File: src/sv/cfde_pkg.sv
// shared constants, command codes and controller/datapath interface types
`timescale 1ns / 1ps

package cfde_pkg;

  // screen geometry
  localparam int SCREEN_WIDTH  = 128;
  localparam int SCREEN_HEIGHT = 64;
  localparam int PIX_DEPTH     = SCREEN_WIDTH * SCREEN_HEIGHT;

  // index widths derived from the geometry
  localparam int COL_W  = (SCREEN_WIDTH > 1) ? $clog2(SCREEN_WIDTH) : 1;
  localparam int ROW_W  = (SCREEN_HEIGHT > 1) ? $clog2(SCREEN_HEIGHT) : 1;
  localparam int ADDR_W = (PIX_DEPTH > 1) ? $clog2(PIX_DEPTH) : 1;

  // field widths of one command beat
  localparam int ACT_W   = 3;
  localparam int POS_W   = 11;
  localparam int EXT_W   = 10;
  localparam int PIX_W   = 16;
  // signed width that holds any unclipped bound (pos + extent)
  localparam int COORD_W = 13;

  typedef logic signed [COORD_W-1:0] coord_t;

  localparam coord_t COLS_C = coord_t'(SCREEN_WIDTH);
  localparam coord_t ROWS_C = coord_t'(SCREEN_HEIGHT);

  // action codes
  localparam logic [ACT_W-1:0] ACT_CLEAR   = 3'd0;
  localparam logic [ACT_W-1:0] ACT_PIXEL   = 3'd1;
  localparam logic [ACT_W-1:0] ACT_HLINE   = 3'd2;
  localparam logic [ACT_W-1:0] ACT_VLINE   = 3'd3;
  localparam logic [ACT_W-1:0] ACT_FILL    = 3'd4;
  localparam logic [ACT_W-1:0] ACT_OUTLINE = 3'd5;
  localparam logic [ACT_W-1:0] ACT_READ    = 3'd6;
  localparam logic [ACT_W-1:0] ACT_NONE    = 3'd7;

  // outline segments: top, bottom, left, right
  localparam int SEG_W = 2;
  localparam logic [SEG_W-1:0] SEG_TOP    = 2'd0;
  localparam logic [SEG_W-1:0] SEG_BOTTOM = 2'd1;
  localparam logic [SEG_W-1:0] SEG_LEFT   = 2'd2;
  localparam logic [SEG_W-1:0] SEG_RIGHT  = 2'd3;

  // controller to datapath
  typedef struct packed {
    logic latch;     // capture the command beat
    logic init;      // with latch: capture a zero-color clear instead
    logic load;      // register clipped bounds of the current segment
    logic step;      // write one pixel and advance the raster counters
    logic seg_next;  // move to the next outline segment
    logic read;      // read the frame store at the latched position
    logic finish;    // present a result beat next cycle
    logic sel_read;  // with finish: result carries read data
  } dp_cmd_t;

  // datapath to controller
  typedef struct packed {
    logic empty;     // current segment clips to nothing
    logic last_pix;  // counters sit on the last pixel of the segment
    logic last_seg;  // current segment is the last of the command
  } dp_status_t;

endpackage

File: src/sv/cfde_ctrl.sv
// controller: command sequencing, segment loop and result timing
`timescale 1ns / 1ps

module cfde_ctrl (
  input  logic                       clk,
  input  logic                       rst,
  input  logic                       start,
  input  logic [cfde_pkg::ACT_W-1:0] action,
  output logic                       busy,
  output cfde_pkg::dp_cmd_t          cmd,
  input  cfde_pkg::dp_status_t       status
);

  localparam logic [2:0] S_INIT   = 3'd0;
  localparam logic [2:0] S_IDLE   = 3'd1;
  localparam logic [2:0] S_LOAD   = 3'd2;
  localparam logic [2:0] S_SWEEP  = 3'd3;
  localparam logic [2:0] S_READ   = 3'd4;
  localparam logic [2:0] S_RDWAIT = 3'd5;

  logic [2:0] state, state_next;
  // set while the power-up zero fill runs, which gives no result
  logic       quiet, quiet_next;

  // next state and datapath commands
  always_comb begin
    state_next = state;
    quiet_next = quiet;
    cmd        = '0;
    case (state)
      S_INIT: begin
        cmd.latch  = 1'b1;
        cmd.init   = 1'b1;
        state_next = S_LOAD;
      end
      S_IDLE: begin
        if (start) begin
          cmd.latch  = 1'b1;
          quiet_next = 1'b0;
          case (action)
            cfde_pkg::ACT_READ: state_next = S_READ;
            cfde_pkg::ACT_NONE: cmd.finish = 1'b1;
            default:            state_next = S_LOAD;
          endcase
        end
      end
      S_LOAD: begin
        cmd.load   = 1'b1;
        state_next = S_SWEEP;
      end
      S_SWEEP: begin
        cmd.step = !status.empty;
        if (status.empty || status.last_pix) begin
          if (status.last_seg) begin
            cmd.finish = !quiet;
            state_next = S_IDLE;
          end else begin
            cmd.seg_next = 1'b1;
            state_next   = S_LOAD;
          end
        end
      end
      S_READ: begin
        cmd.read   = 1'b1;
        state_next = S_RDWAIT;
      end
      S_RDWAIT: begin
        cmd.finish   = 1'b1;
        cmd.sel_read = 1'b1;
        state_next   = S_IDLE;
      end
      default: begin
        state_next = S_IDLE;
      end
    endcase
  end

  // state registers
  always_ff @(posedge clk) begin
    if (rst) begin
      state <= S_INIT;
      quiet <= 1'b1;
    end else begin
      state <= state_next;
      quiet <= quiet_next;
    end
  end

  assign busy = (state != S_IDLE);

`ifndef SYNTH
  // a read gives its result strobe request from S_RDWAIT, after passing through S_READ
  a_read_timing: assert property (@(posedge clk) disable iff (rst)
    (state == S_IDLE && start && action == cfde_pkg::ACT_READ) |=> ##1 cmd.finish)
    else $error("read result not issued on time");

  // every result request ends the command
  a_finish_idle: assert property (@(posedge clk) disable iff (rst)
    cmd.finish |=> (state == S_IDLE))
    else $error("result issued before command end");
`endif

endmodule

File: config.mk
export PLATFORM = sky130hd
export DESIGN_NAME = cfde_ctrl
export DESIGN_NICKNAME = d
export VERILOG_FILES = /design/src/sv/cfde_pkg.sv /design/src/sv/cfde_ctrl.sv
export SDC_FILE = /design/constraint.sdc
export NUM_CORES = 1
export LEC_CHECK = 0
export ABC_AREA = 1
export BUFFER_PORTS_ARGS = -buffer_cell sky130_fd_sc_hd__buf_4
export CAP_MARGIN = 20
export CORE_AREA = 2 2 39 41
export CTS_CLUSTER_DIAMETER = 80
export DETAILED_ROUTE_END_ITERATION = 8
export DIE_AREA = 0 0 41 43
export GPL_ROUTABILITY_DRIVEN = 0
export PLACE_DENSITY = 0.45
export SLEW_MARGIN = 20
export SYNTH_ARGS = -nofsm -noshare
export SYNTH_HDL_FRONTEND = slang
export SYNTH_SLANG_ARGS = --single-unit
File: constraint.sdc
create_clock -name clk -period 1.3 [get_ports clk]
set_input_delay 0.26 -clock clk [delete_from_list [all_inputs] [get_ports clk]]
set_output_delay 0.26 -clock clk [all_outputs]
set_load 0.02 [all_outputs]
Word-level counts from Yosys, hierarchy flattened
Index checks and enable logic that the tools add are counted.

word-level totals
  register bits = 4
  input port bits = 9
  output and inout port bits = 9
  logic and storage cells = 38

cells by class
  eq/ne operators = 11
  muxes and demuxes = 19
  reduce and logical (&&, ||, !) cells = 6

operators by type and width
  kind                                                                      count
  3-bit one-hot mux with 5 select lines                                     1
  3-bit == test (second input constant)                                     4
  1-bit 2-to-1 mux                                                          11
  3-bit by 2-bit == test with 1-bit output (second input constant)          2
  3-bit 2-to-1 mux                                                          2
  2-bit inequality test (second input constant)                             3
  3-bit one-hot mux with 2 select lines                                     1
  2-bit 2-to-1 mux                                                          2
  3-bit by 1-bit == test with 1-bit output (second input constant)          1
  3-bit zero test                                                           1
  3-bit by 1-bit inequality test with 1-bit output (second input constant)  1
  1-bit one-hot mux with 3 select lines                                     1
  3-bit AND reduction                                                       1
  1-bit zero test                                                           2
  1-bit one-hot mux with 2 select lines                                     1
  2-bit AND reduction                                                       1
  1-bit logical OR                                                          1

Longest topological paths before layout
Gate-level depths: netlist (run 1).

  depth in word-level cells = 4
  depth in mapped cells = 7

Least setup slack after synthesis (run 1)
No wires, ideal clock.

  kind = reg-to-output
  start = reg state[2]
  end = out cmd[1] (netlist bit)
  data arrival time = 1,101 ps
  setup slack = -61 ps
  stages on the path, launching flop included = 5
  path buffers = 0
  cell sequence = dfxtp_1 -> inv_2 -> nor2_1 -> nor2_1 -> nand2_1

RTL lines
  item                    RTL line         text
  from (decl)             cfde_ctrl.sv:21  logic [2:0] state, state_next;
  from (signal assigned)  cfde_ctrl.sv:84  state <= state_next;
  to (decl)               cfde_ctrl.sv:10  output cfde_pkg::dp_cmd_t cmd,

==> results of run 1 <==
==> placed cells by master (no fill, tap or decap) <==
cell | Yosys | routed
nor2_1 | 9 | 7
a21oi_2 | 1 | 1
inv_1 | 6 | 6
buf_4 | 0 | 18
nor2_4 | 1 | 1
nand4_1 | 2 | 2
dfxtp_4 | 0 | 1
nand3_1 | 1 | 1
o21ai_2 | 0 | 1
o21ai_0 | 2 | 1
inv_2 | 2 | 2
o21a_1 | 1 | 1
nand2_2 | 1 | 1
dfxtp_1 | 4 | 1
nand3b_1 | 1 | 1
nor2_2 | 1 | 3
dfxtp_2 | 0 | 2
nor3_1 | 2 | 2
buf_6 | 0 | 3
nand2_4 | 0 | 2
nand2_1 | 15 | 13
clkbuf_4 | 0 | 3
==> flip-flops by register name, indices dropped and copies added, names as in the netlist <==
| register | cells |
|---|---|
| state | 3 |
| quiet | 1 |
==> metal layers <==
metal  global-route usage, %  up-vias  part of all wire, %
met4                    8.00        0                 0.89
met3                    5.24        2                  7.3
met5                       0        -                    0
met1                    13.2      154                   43
li1                        -      202                    -
met2                    18.4        9                   48
==> metrics by stage <==
stage / util [%] / setup TNS (ns) / hold slack, ns / setup slack, ns / power (mW)
after CTS: 37.3 / -0.351 / 0.254 / -0.106 / 0.493
after detailed placement: 32.0 / 0 / 0.475 / 0.108 / 0.306
after global placement: 32.0 / 0 / 0.485 / 0.102 / 0.307
after floorplan: - / 0 / 0.364 / 0.0443 / 0.233
after global routing: 38.1 / -0.836 / 0.252 / -0.194 / 0.523
final: 38.1 / -0.327 / 0.255 / -0.101 / 0.486
==> cell type report <==
type / count / area [sq um]
clock buffer: 3 / 22.5
tap: 16 / 20.0
timing repair buffer: 21 / 169
sequential: 4 / 86.3
fill: 153 / 857
multi-input combinational: 37 / 199
inverter: 8 / 30.0
==> report_power, final <==
part	internal (mW)	total [mW]	switching, mW	leakage [nW]
logic	0.0895	0.195	0.105	0.227
clock network	0.103	0.149	0.0461	0.0138
registers	0.133	0.143	0.00947	0.0342
==> logic make-up after synthesis <==
| kind of cell | Yosys count | share of synthesized area, % |
|---|---|---|
| flops | 4 | 28.1 |
| compound gates | 4 | 9.21 |
| simple gates | 33 | 52.2 |
| buf+inv | 8 | 10.5 |
==> critical path: stages, from the launching register on <==
cell and delay (ns):
dfxtp_2 0.32, inv_2 0.07, nand2_4 0.06, nor2_4 0.09, nand2_2 0.08, nor2_1 0.08, nor2_1 0.04, nand2_1 0.07
buf_6 0.11
==> path summary, 6_finish.rpt <==
check                               from      to  slack [ns]  depth (start not counted)
worst max-delay path            state[1]  cmd[1]       -0.10                          8
worst min-delay path                 rst   quiet        0.25                          3
worst max register to register  state[1]   quiet        0.23                          8
worst min register to register     quiet   quiet        0.48                          2
==> timing repair <==
item | CTS | global route
setup endpoints to repair | 7 | 9
setup buffers | 2 | 1
gates cloned | 0 | 0
pin swaps | 1 | 1
gates resized for setup | 13 | 1
==> results.md, run 1 <==
Clock network:
- For this design, the CTS-stage hold fixing added 0 buffers.
- The later-pin clock latency in the skew report is 0.23 ns.
- The total number of clock tree sinks is 4.
- CTS built an H-tree with a depth of 1.
- Clock tree synthesis inserted a total of 3 buffers.
- The cell at the root of the clock tree is clkbuf_4.
- In this run the deepest clock path goes through 2 buffers.
- The clock tree from TritonCTS is yes.
- The clock-pin transition on the worst setup and hold timing paths is 0.04 ns.

Floorplan:
- 18 I/O pins were placed.
- The initial utilization of the core area, before any placement, comes to 20.6%.
- The overall die area is 1760 sq um.
- The floorplan step defined a core boundary enclosing 1380 sq um.
- The die boundary height is 43 microns.
- In this run the core area contains 14 standard-cell rows.
- Measured along the x axis, the die boundary spans 41 microns.

Synthesis:
- Sorting the synthesized cells by area gives the leading types as dfxtp_1 28%, nand2_1 20%, nor2_1 12%.
- The main flop type after synthesis is dfxtp_1.
- The area share of the largest cell type after synthesis is 28.1%.
- The synthesized design spends more area on one cell type than any other, namely dfxtp_1.
- Counting every net in the synthesized netlist gives 58.
- The number of synthesized flops with an enable pin is 0.
- By count the netlist is led by 15 x nand2_1, 9 x nor2_1, 6 x inv_1, 4 x dfxtp_1.
- The summed instance area of the synthesized netlist is 285 sq um.
- The Yosys step of the flow raised 0 warnings.
- Each instance of the synthesized netlist takes up on average 5.82 sq um.
- The share of the yosys chip area belonging to registers is 28.1%.
- Among all cell types in the netlist, the one instantiated most often is nand2_1.
- Counting flops with an async set or reset pin after synthesis yields a share of 0%.
- The synthesis-stage register bit count is 4.
- Synthesis produced a netlist whose cell count is 49.
- The count of cell types in the netlist is 15.

Route:
- The length of the first detailed-routing pass in iterations is 4.
- The average wire per cell in the routed design is 10.1 microns.
- Once detail routing completed, the nets flagged for antenna violations numbered 0.
- Wires add up to 903 microns.
- The first routing iteration left 6 violations.
- Summing over every cut layer, the via total after detailed routing is 367.
- In the routed design, unresolved DRC markers number 0.
- The via-per-instance ratio is 4.12.

Critical path:
- The arrival time at the worst endpoint is 1.14 ns.
- The critical path launch point type is a register.
- The kind of critical path is reg -> out.
- Data on the critical path is required at its endpoint by 1.04 ns.
- STA classifies the critical path endpoint as an output pin.
- Along the worst path, the maximum fanout reaches 3.

Placed design:
- In this run the tool buffered the top-level ports with 17 buffer cells.
- The area of placed instances is 443 sq um.
- The number of placed instances, taps included, is 83.
- After legalization and detailed placement, the total HPWL measured 742 microns.

GRT:
- The global routing usage summed across all routing layers is 12.2%.
- After global routing the overflow that remains totals 0.
- The first-pass GRT wire length is 1390 microns.
- Entering global routing, the biggest net connects 7 pins.
- The initial antenna violation count is 0.
- The via count of the first global-routing pass is 373.

STA:
- The total count of hold-check failures in the final report came to 0.
- Measured against its own limit, the worst slew margin works out to 87.9%.
- Dividing the final minimum period by the clock period gives 108%.
- In the post-route analysis, the smallest setup slack over all paths is -0.101 ns.
- The clock arrives with 0.000225 ns of skew.
- Setup repair after global routing could not meet its margin everywhere.
- The final period demand of the worst path is 1.40 ns.
- The measured slew at the worst slew-check pin is 0.181 ns.
- For this run, the top clock speed supported by timing is 714 MHz.
- The final count of pins violating max slew came to 0.
- Setup violations remaining at the end of the flow were counted as 7.

Pwr:
- The maximum vdd drop is 0.529 mV.
- In this run the static leakage power is 0.275 nW.
- For this design the ratio of total power to cell area is 923 nW/um^2.

Finish:
- The total inserted antenna cells is 0.
- For this run, the post-layout net count is 84.
- The post-route standard cell area excluding fillers is 527 sq um.
- Compared with the post-synthesis result, the final layout area differs by 84.6%.
- Excluding fillers, the count of instances in the completed layout stands at 89.
- Of the cells placed in the final design, the portion with a size suffix greater than 1 is 52.1%.

Run status:
- The checks that failed: setup timing.
- The flow ran to the end, but the final reports show violations.

Flow run:
- The count of max-cap constraint violations is 0.

Min path:
- The min-delay analysis places its worst path in the category in -> reg.
No activity file was read; power rests on OpenSTA's default activity.
==> run 2, diff against run 1 <==
--- a/config.mk
+++ b/config.mk
@@ -6,14 +6,14 @@
 export NUM_CORES = 1
 export LEC_CHECK = 0
 export ABC_AREA = 1
-export BUFFER_PORTS_ARGS = -buffer_cell sky130_fd_sc_hd__buf_4
 export CAP_MARGIN = 20
 export CORE_AREA = 2 2 39 41
 export CTS_CLUSTER_DIAMETER = 80
 export DETAILED_ROUTE_END_ITERATION = 8
 export DIE_AREA = 0 0 41 43
+export DONT_BUFFER_PORTS = 1
 export GPL_ROUTABILITY_DRIVEN = 0
-export PLACE_DENSITY = 0.45
+export PLACE_DENSITY = 0.34
 export SLEW_MARGIN = 20
 export SYNTH_ARGS = -nofsm -noshare
 export SYNTH_HDL_FRONTEND = slang
==> constraint.sdc (replaced) <==
create_clock -name clk -period 1.2 [get_ports clk]
set_input_delay 0.24 -clock clk [delete_from_list [all_inputs] [get_ports clk]]
set_output_delay 0.24 -clock clk [all_outputs]
set_load 0.02 [all_outputs]
==> results.md, run 2 (same netlist as run 1, synthesis figures left out) <==
Run status:
- The flow ran to the end, but the final reports show violations.
- The checks that failed: setup timing.

STA:
- The highest achievable clock rate is 740 MHz.
- The headroom to the max-slew limit is 87.3% (-0.56 points).
- Setup repair after global routing could not meet its margin everywhere.
- The worst slack on hold paths came to 0.117 ns (-0.138 ns).
- The measured slew at the worst slew-check pin came to 0.189 ns (+0.00833 ns).
- The final count of pins violating max slew came to 0 (unchanged).
- The setup slack of the critical path after layout came to -0.152 ns (-0.0505 ns).
- The clock tree skew after final layout was 0.00218 ns (+0.00195 ns).
- The total count of hold-check failures in the final report came to 0 (unchanged).
- The setup-violating endpoint count in the final report is 9 (+2).
- The final period demand of the worst path is 1.35 ns.
- The final worst-path cycle share is 113%.

Route:
- The count of antenna-violating nets left after detailed routing was 0 (unchanged).
- The length of the first detailed-routing pass in iterations is 2 (-2).
- The via count is 361 (-1.6%).
- The via-per-instance ratio is 4.40 (+6.8%).
- The initial DRC count is 2 (-4).
- The average wire per cell in the routed design is 9.68 microns (-4.6%).
- The total routed wirelength came to 794 microns (-12%).
- The number of design rule violations left after detail routing was 0 (unchanged).

Critical path:
- The critical path launch point type is a register.
- The data required time of the worst path is 0.96 ns (-0.08 ns).
- The kind of end point of the critical path is an output pin.
- The arrival time at the worst endpoint came to 1.11 ns (-0.03 ns).
- The biggest fanout along the worst timing path was 4 (+1).
- The critical path is of the reg -> out type.

Clock network:
- TritonCTS built the clock tree.
- The later-pin clock latency in the skew report is 0.23 ns (about the same).
- The clock-pin transition on the worst setup and hold timing paths is 0.04 ns (about the same).
- The cell at the root of the clock tree is clkbuf_4.
- The maximum level of the CTS H-tree is 1 (unchanged).
- The number of buffers inserted by hold repair at cts was 0 (unchanged).
- The number of buffers added by the clock tree synthesis step came to 3 (unchanged).
- The total number of clock tree sinks is 4 (unchanged).
- The maximum count of clock buffers along a single path is 2 (unchanged).

Floorplan:
- The width of the chip came to 41 microns (unchanged).
- The initial core utilization came to 20.6% (unchanged).
- The overall die area was 1760 sq um (unchanged).
- The number of ports placed on the die boundary is 18 (unchanged).
- The standard-cell row count is 14 (unchanged).
- The die boundary height is 43 microns (unchanged).
- The core footprint is 1380 sq um (unchanged).

GRT:
- The global routing usage summed across all routing layers is 10.5% (-1.7 points).
- The first-pass GRT wire length is 1240 microns (-11%).
- The sum of overflow across all layers after global routing is 0 (unchanged).
- The initial antenna violation count is 0 (unchanged).
- The via count of the first global-routing pass is 332 (-11%).
- The maximum number of pins on one net before global-route repair is 6 (-1).

Finish:
- The ratio of cells with drive above 1 in the final layout is 48.5% (-3.6 points).
- The number of nets in the final layout came to 77 (-8.3%).
- The post-route standard cell area excluding fillers was 473 sq um (-10%).
- The most frequent standard cell in the layout excluding fill and tap cells is buf_4.
- The register with the highest flop count is state.
- The number of flip-flops under the largest register name is 3 (unchanged).
- From synthesis to final layout, the design area changed by 65.8%.
- The total inserted antenna cells came to 0 (unchanged).
- The largest registers in the layout are state (3), quiet (1).
- In the layout the commonest cells are 13 x buf_4, 12 x nand2_1, 6 x inv_1, 6 x nor2_1, 4 x nand2_2.

Flow run:
- The count of max-cap constraint violations is 0 (unchanged).

Placed design:
- The worst slack at placement is 0.0287 ns (-0.0792 ns).
- The post-detailed-placement half-perimeter wirelength was 671 microns (-9.6%).
- The total of buffers placed on input and output ports is 0 (-17).
- The area of placed instances is 395 sq um (-11%).

Pwr:
- The static leakage power came to 0.232 nW (-15%).
- The power density relative to cell area is 1040 nW/um^2 (+13%).
- The maximum vdd drop is 0.429 mV (-19%).

Min path:
- The path class of the tightest hold or removal check is in -> reg.
## run 2: cell types whose count changed in the layout (fill, tap and decap cells not counted), moves of 2 or more
cell	delta
nand2_4	-2
buf_6	-2
nor2_4	+2
buf_4	-5
nand2_2	+3
## run 2: power by group
group	leakage (nW)	switching, mW	internal, mW
Combinational	0.184	0.100	0.0743
Clock	0.0138	0.0521	0.112
Sequential	0.0342	0.00981	0.144
## run 2: path summary, 6_finish.rpt
path	startpoint	to	slack, ns	cells past startpoint
min reg2reg	quiet	quiet	0.46	2
max reg2reg	state[1]	state[2]	0.19	7
min	rst	quiet	0.12	2
max	state[1]	busy	-0.15	6
## run 2: routing by layer
metal  track usage (%)  part of all wire (%)  vias to the layer above
li1                  -                     -                      187
met1              13.8                    43                      160
met5                 0                     0                        -
met4              8.00                   2.4                        0
met2              14.4                    48                       12
met3              2.09                   6.5                        2
## run 2: repair_timing
action | 4_1_cts | 5_1_grt
gates resized for setup | 13 | 1
setup endpoints to repair | 9 | 9
setup buffers | 1 | 2
pin swaps | 2 | 4
## run 2: layout make-up
type / count / area [sq um]
Fill cell: 164 / 911
Multi-Input combinational cell: 37 / 200
Timing Repair Buffer: 14 / 109
Sequential cell: 4 / 86.3
Inverter: 8 / 35.0
Clock buffer: 3 / 22.5
Tap cell: 16 / 20.0
## run 2: through the flow
stage	util, %	power, mW	cells	TNS, ns
after global routing	34.2	0.529	82	-1.39
after detailed placement	28.6	0.315	76	0
after global placement	28.6	0.317	76	0
final	34.2	0.493	82	-0.751
after CTS	32.9	0.497	80	-0.841
after floorplan	-	0.254	49	0
## run 2: worst max-delay path: stages, from the launching register on
cell,delay [ns]
dfxtp_2,0.32
inv_2,0.07
nand2_2,0.07
nor2_4,0.09
buf_4,0.14
inv_1,0.05
buf_4,0.15
==> run 3, diff against run 2 <==
--- a/config.mk
+++ b/config.mk
@@ -13,7 +13,8 @@
 export DIE_AREA = 0 0 41 43
 export DONT_BUFFER_PORTS = 1
 export GPL_ROUTABILITY_DRIVEN = 0
-export PLACE_DENSITY = 0.34
+export PLACE_DENSITY = 0.37
+export RECOVER_POWER = 100
 export SLEW_MARGIN = 20
 export SYNTH_ARGS = -nofsm -noshare
 export SYNTH_HDL_FRONTEND = slang
==> results.md, run 3 (same netlist as run 1, synthesis figures left out) <==
STA:
- The headroom to the max-slew limit was 81.0% (-6.4 points).
- The final worst-path cycle share was 112% (-0.90 points).
- The final period demand of the worst path is 1.34 ns (-0.0108 ns).
- The total count of hold-check failures in the final report is 0 (unchanged).
- The clock tree skew after final layout came to 0.00588 ns (+0.00370 ns).
- The highest achievable clock rate came to 746 MHz (+0.81%).
- The measured slew at the worst slew-check pin is 0.285 ns (+0.0959 ns).
- The setup slack of the critical path after layout is -0.141 ns (+0.0108 ns).
- Setup repair after global routing could not meet its margin everywhere.
- The final count of pins violating max slew is 0 (unchanged).
- The setup-violating endpoint count in the final report came to 9 (unchanged).

Finish:
- The number of nets in the final layout is 76 (-1.3%).
- The largest registers in the layout are state (3), quiet (1).
- The post-synthesis to final-layout area growth is 61.4%.
- The register with the highest flop count is state.
- The number of flip-flops under the largest register name is 3 (unchanged).
- In the layout the commonest cells are 12 x nand2_1, 12 x buf_4, 6 x inv_1, 6 x nor2_1, 4 x nand2_2.
- The total inserted antenna cells was 0 (unchanged).
- The ratio of cells with drive above 1 in the final layout is 47.7% (-0.79 points).

Critical path:
- The most critical setup path has its endpoint at busy.
- The arrival time at the worst endpoint is 1.10 ns (about the same).
- The worst setup path is captured at an output pin.
- The critical path launch point type is a register.
- The critical path depth is 6 (unchanged).
- The largest stage delay on the critical path is 0.32 ns (about the same).
- The kind of critical path is reg -> out.
- The number of buffer and inverter stages on the critical path is 4 (unchanged).
- Traced cell by cell, the critical path runs through inv_2 > nand2_2 > nor2_4 > buf_4 > inv_1 > buf_4.
- The count of cells along the worst register-to-register path is 7 (unchanged).
- In this design, the critical path's most frequently occurring cell is buf_4.
- The launch instance of the worst register-to-register path is state[1].
- The category of cells accounting for the largest share of critical-path delay is buffers and inverters.
- The biggest fanout along the worst timing path is 4 (unchanged).
- The data required time of the worst path is 0.96 ns (about the same).
- Tracing the worst setup path back leads to its startpoint at state[1].
- The internal reg-to-reg setup slack is 0.20 ns (about the same).
- The slowest stage of the critical path belongs to the cell dfxtp_2.
- In this run the critical register-to-register path is captured at state[2].

Placed design:
- The post-detailed-placement half-perimeter wirelength is 658 microns (-1.8%).
- The worst slack at placement is 0.0220 ns (-0.00674 ns).
- The total of buffers placed on input and output ports came to 0 (unchanged).

Pwr:
- The static leakage power is 0.226 nW (-2.6%).
- The portion of total power attributed to the clock network was 33.7% (+0.5 points).
- The maximum vdd drop is 0.463 mV (+8.1%).
- The total power is 0.496 mW (+0.73%).
- The power density relative to cell area is 1080 nW/um^2 (+3.5%).
- The share of total power consumed by net switching is 32.7% (-0.17 points).
- The power dissipated by switching net loads came to 0.162 mW (+0.22%).
- The relative contribution of combinational cells to total power is 35.2% (-0.2 points).
- The proportion of power drawn by flip-flops and latches is 31.1% (-0.2 points).
- The internal power of the cells is 0.334 mW (+0.97%).

Route:
- The average wire per cell in the routed design is 9.68 microns (about the same).
- The via count is 341 (-5.5%).
- The total routed wirelength is 784 microns (-1.3%).
- The initial DRC count is 5 (+3).
- The via-per-instance ratio was 4.21 (-4.4%).
- The count of antenna-violating nets left after detailed routing is 0 (unchanged).
- The length of the first detailed-routing pass in iterations came to 2 (unchanged).
- The number of design rule violations left after detail routing is 0 (unchanged).

Clock network:
- The root buffer cell chosen for the clock tree is clkbuf_4.
- The later-pin clock latency in the skew report is 0.23 ns (about the same).
- The number of buffers inserted by hold repair at cts was 0 (unchanged).
- The total number of clock tree sinks is 4 (unchanged).
- The clock-pin transition on the worst setup and hold timing paths is 0.04 ns (about the same).
- The number of buffers added by the clock tree synthesis step is 3 (unchanged).
- The maximum count of clock buffers along a single path is 2 (unchanged).
- The clock tree from TritonCTS is yes.
- The maximum level of the CTS H-tree came to 1 (unchanged).

Floorplan:
- The number of ports placed on the die boundary is 18 (unchanged).
- The standard-cell row count is 14 (unchanged).
- The die boundary height is 43 microns (unchanged).
- The overall die area is 1760 sq um (unchanged).
- The initial core utilization is 20.6% (unchanged).
- The core footprint came to 1380 sq um (unchanged).
- The width of the chip is 41 microns (unchanged).

Flow run:
- The count of max-cap constraint violations came to 0 (unchanged).

Run status:
- The run finished, with violations left.
- The final reports fail on setup timing.

Min path:
- In this run the most critical hold path is launched from rst.
- The class of the worst hold path is in -> reg.

GRT:
- The global routing usage summed across all routing layers is 11.2% (+0.64 points).
- The maximum number of pins on one net before global-route repair came to 7 (+1).
- The initial antenna violation count is 0 (unchanged).
- The via count of the first global-routing pass is 314 (-5.4%).
- The first-pass GRT wire length is 1270 microns (+2.8%).
- The sum of overflow across all layers after global routing is 0 (unchanged).
## run 3: changes by cell type in the layout (fill, tap and decap cells not counted)
cell | before | now
o21ai_1 | 1 | 0
o21ai_0 | 1 | 2
nor2_2 | 2 | 3
buf_4 | 13 | 12
nor2_4 | 3 | 2
## run 3: worst min-delay path by stage
stage / end / cells past startpoint
final: quiet / 2
after global routing: quiet / 2
after CTS: quiet / 2
after detailed placement: quiet / 2
after global placement: quiet / 2
after floorplan: quiet / 2
## run 3: per-layer routing
layer  up-vias  GRT usage (%)  share of wire (%)
met5         -              0                  0
met4         0           8.00                  0
li1        183              -                  -
met2         9           15.0                 48
met1       149           14.6                 46
met3         0           3.14                6.1
## run 3: worst register-to-register path, stage by stage (launching register included)
cell	delay (ns)
dfxtp_2	0.33
inv_2	0.05
nand2_2	0.08
nor2_4	0.04
buf_4	0.14
inv_1	0.07
nor2_1	0.04
o21a_1	0.15
## run 3: metrics by stage
step / std cells / hold WS (ns) / util (%) / TNS [ns] / area (sq um)
2_1_floorplan: 49 / 0.344 / - / 0 / 293
3_3_place_gp: 75 / 0.349 / 28.0 / 0 / 388
3_5_place_dp: 75 / 0.359 / 28.0 / 0 / 388
4_1_cts: 80 / 0.108 / 32.4 / -0.833 / 448
5_1_grt: 81 / 0.140 / 33.3 / -1.43 / 460
6_report: 81 / 0.118 / 33.3 / -0.681 / 460
## run 3: repair_timing
item / in CTS / in global routing
buffers inserted: 2 / 1
pin swaps: 1 / 2
endpoints found under the setup margin: 9 / 9
gates resized for setup: 10 / 2
## run 3: layout make-up
| cell class | count | area [sq um] |
|---|---|---|
| clock buffers | 3 | 22.5 |
| fillers | 168 | 923 |
| inverters | 8 | 35.0 |
| multi-input cells | 37 | 195 |
| flip-flops and latches | 4 | 86.3 |
| well taps | 16 | 20.0 |
| repair buffers | 13 | 101 |
## run 3: power by group through the flow
stage / clock network (mW) / logic [mW] / registers (mW)
after global placement: 0 / 0.159 / 0.156
after detailed placement: 0 / 0.158 / 0.156
after global routing: 0.191 / 0.193 / 0.156
after CTS: 0.178 / 0.173 / 0.154
final: 0.167 / 0.175 / 0.154
after floorplan: 0 / 0.100 / 0.154
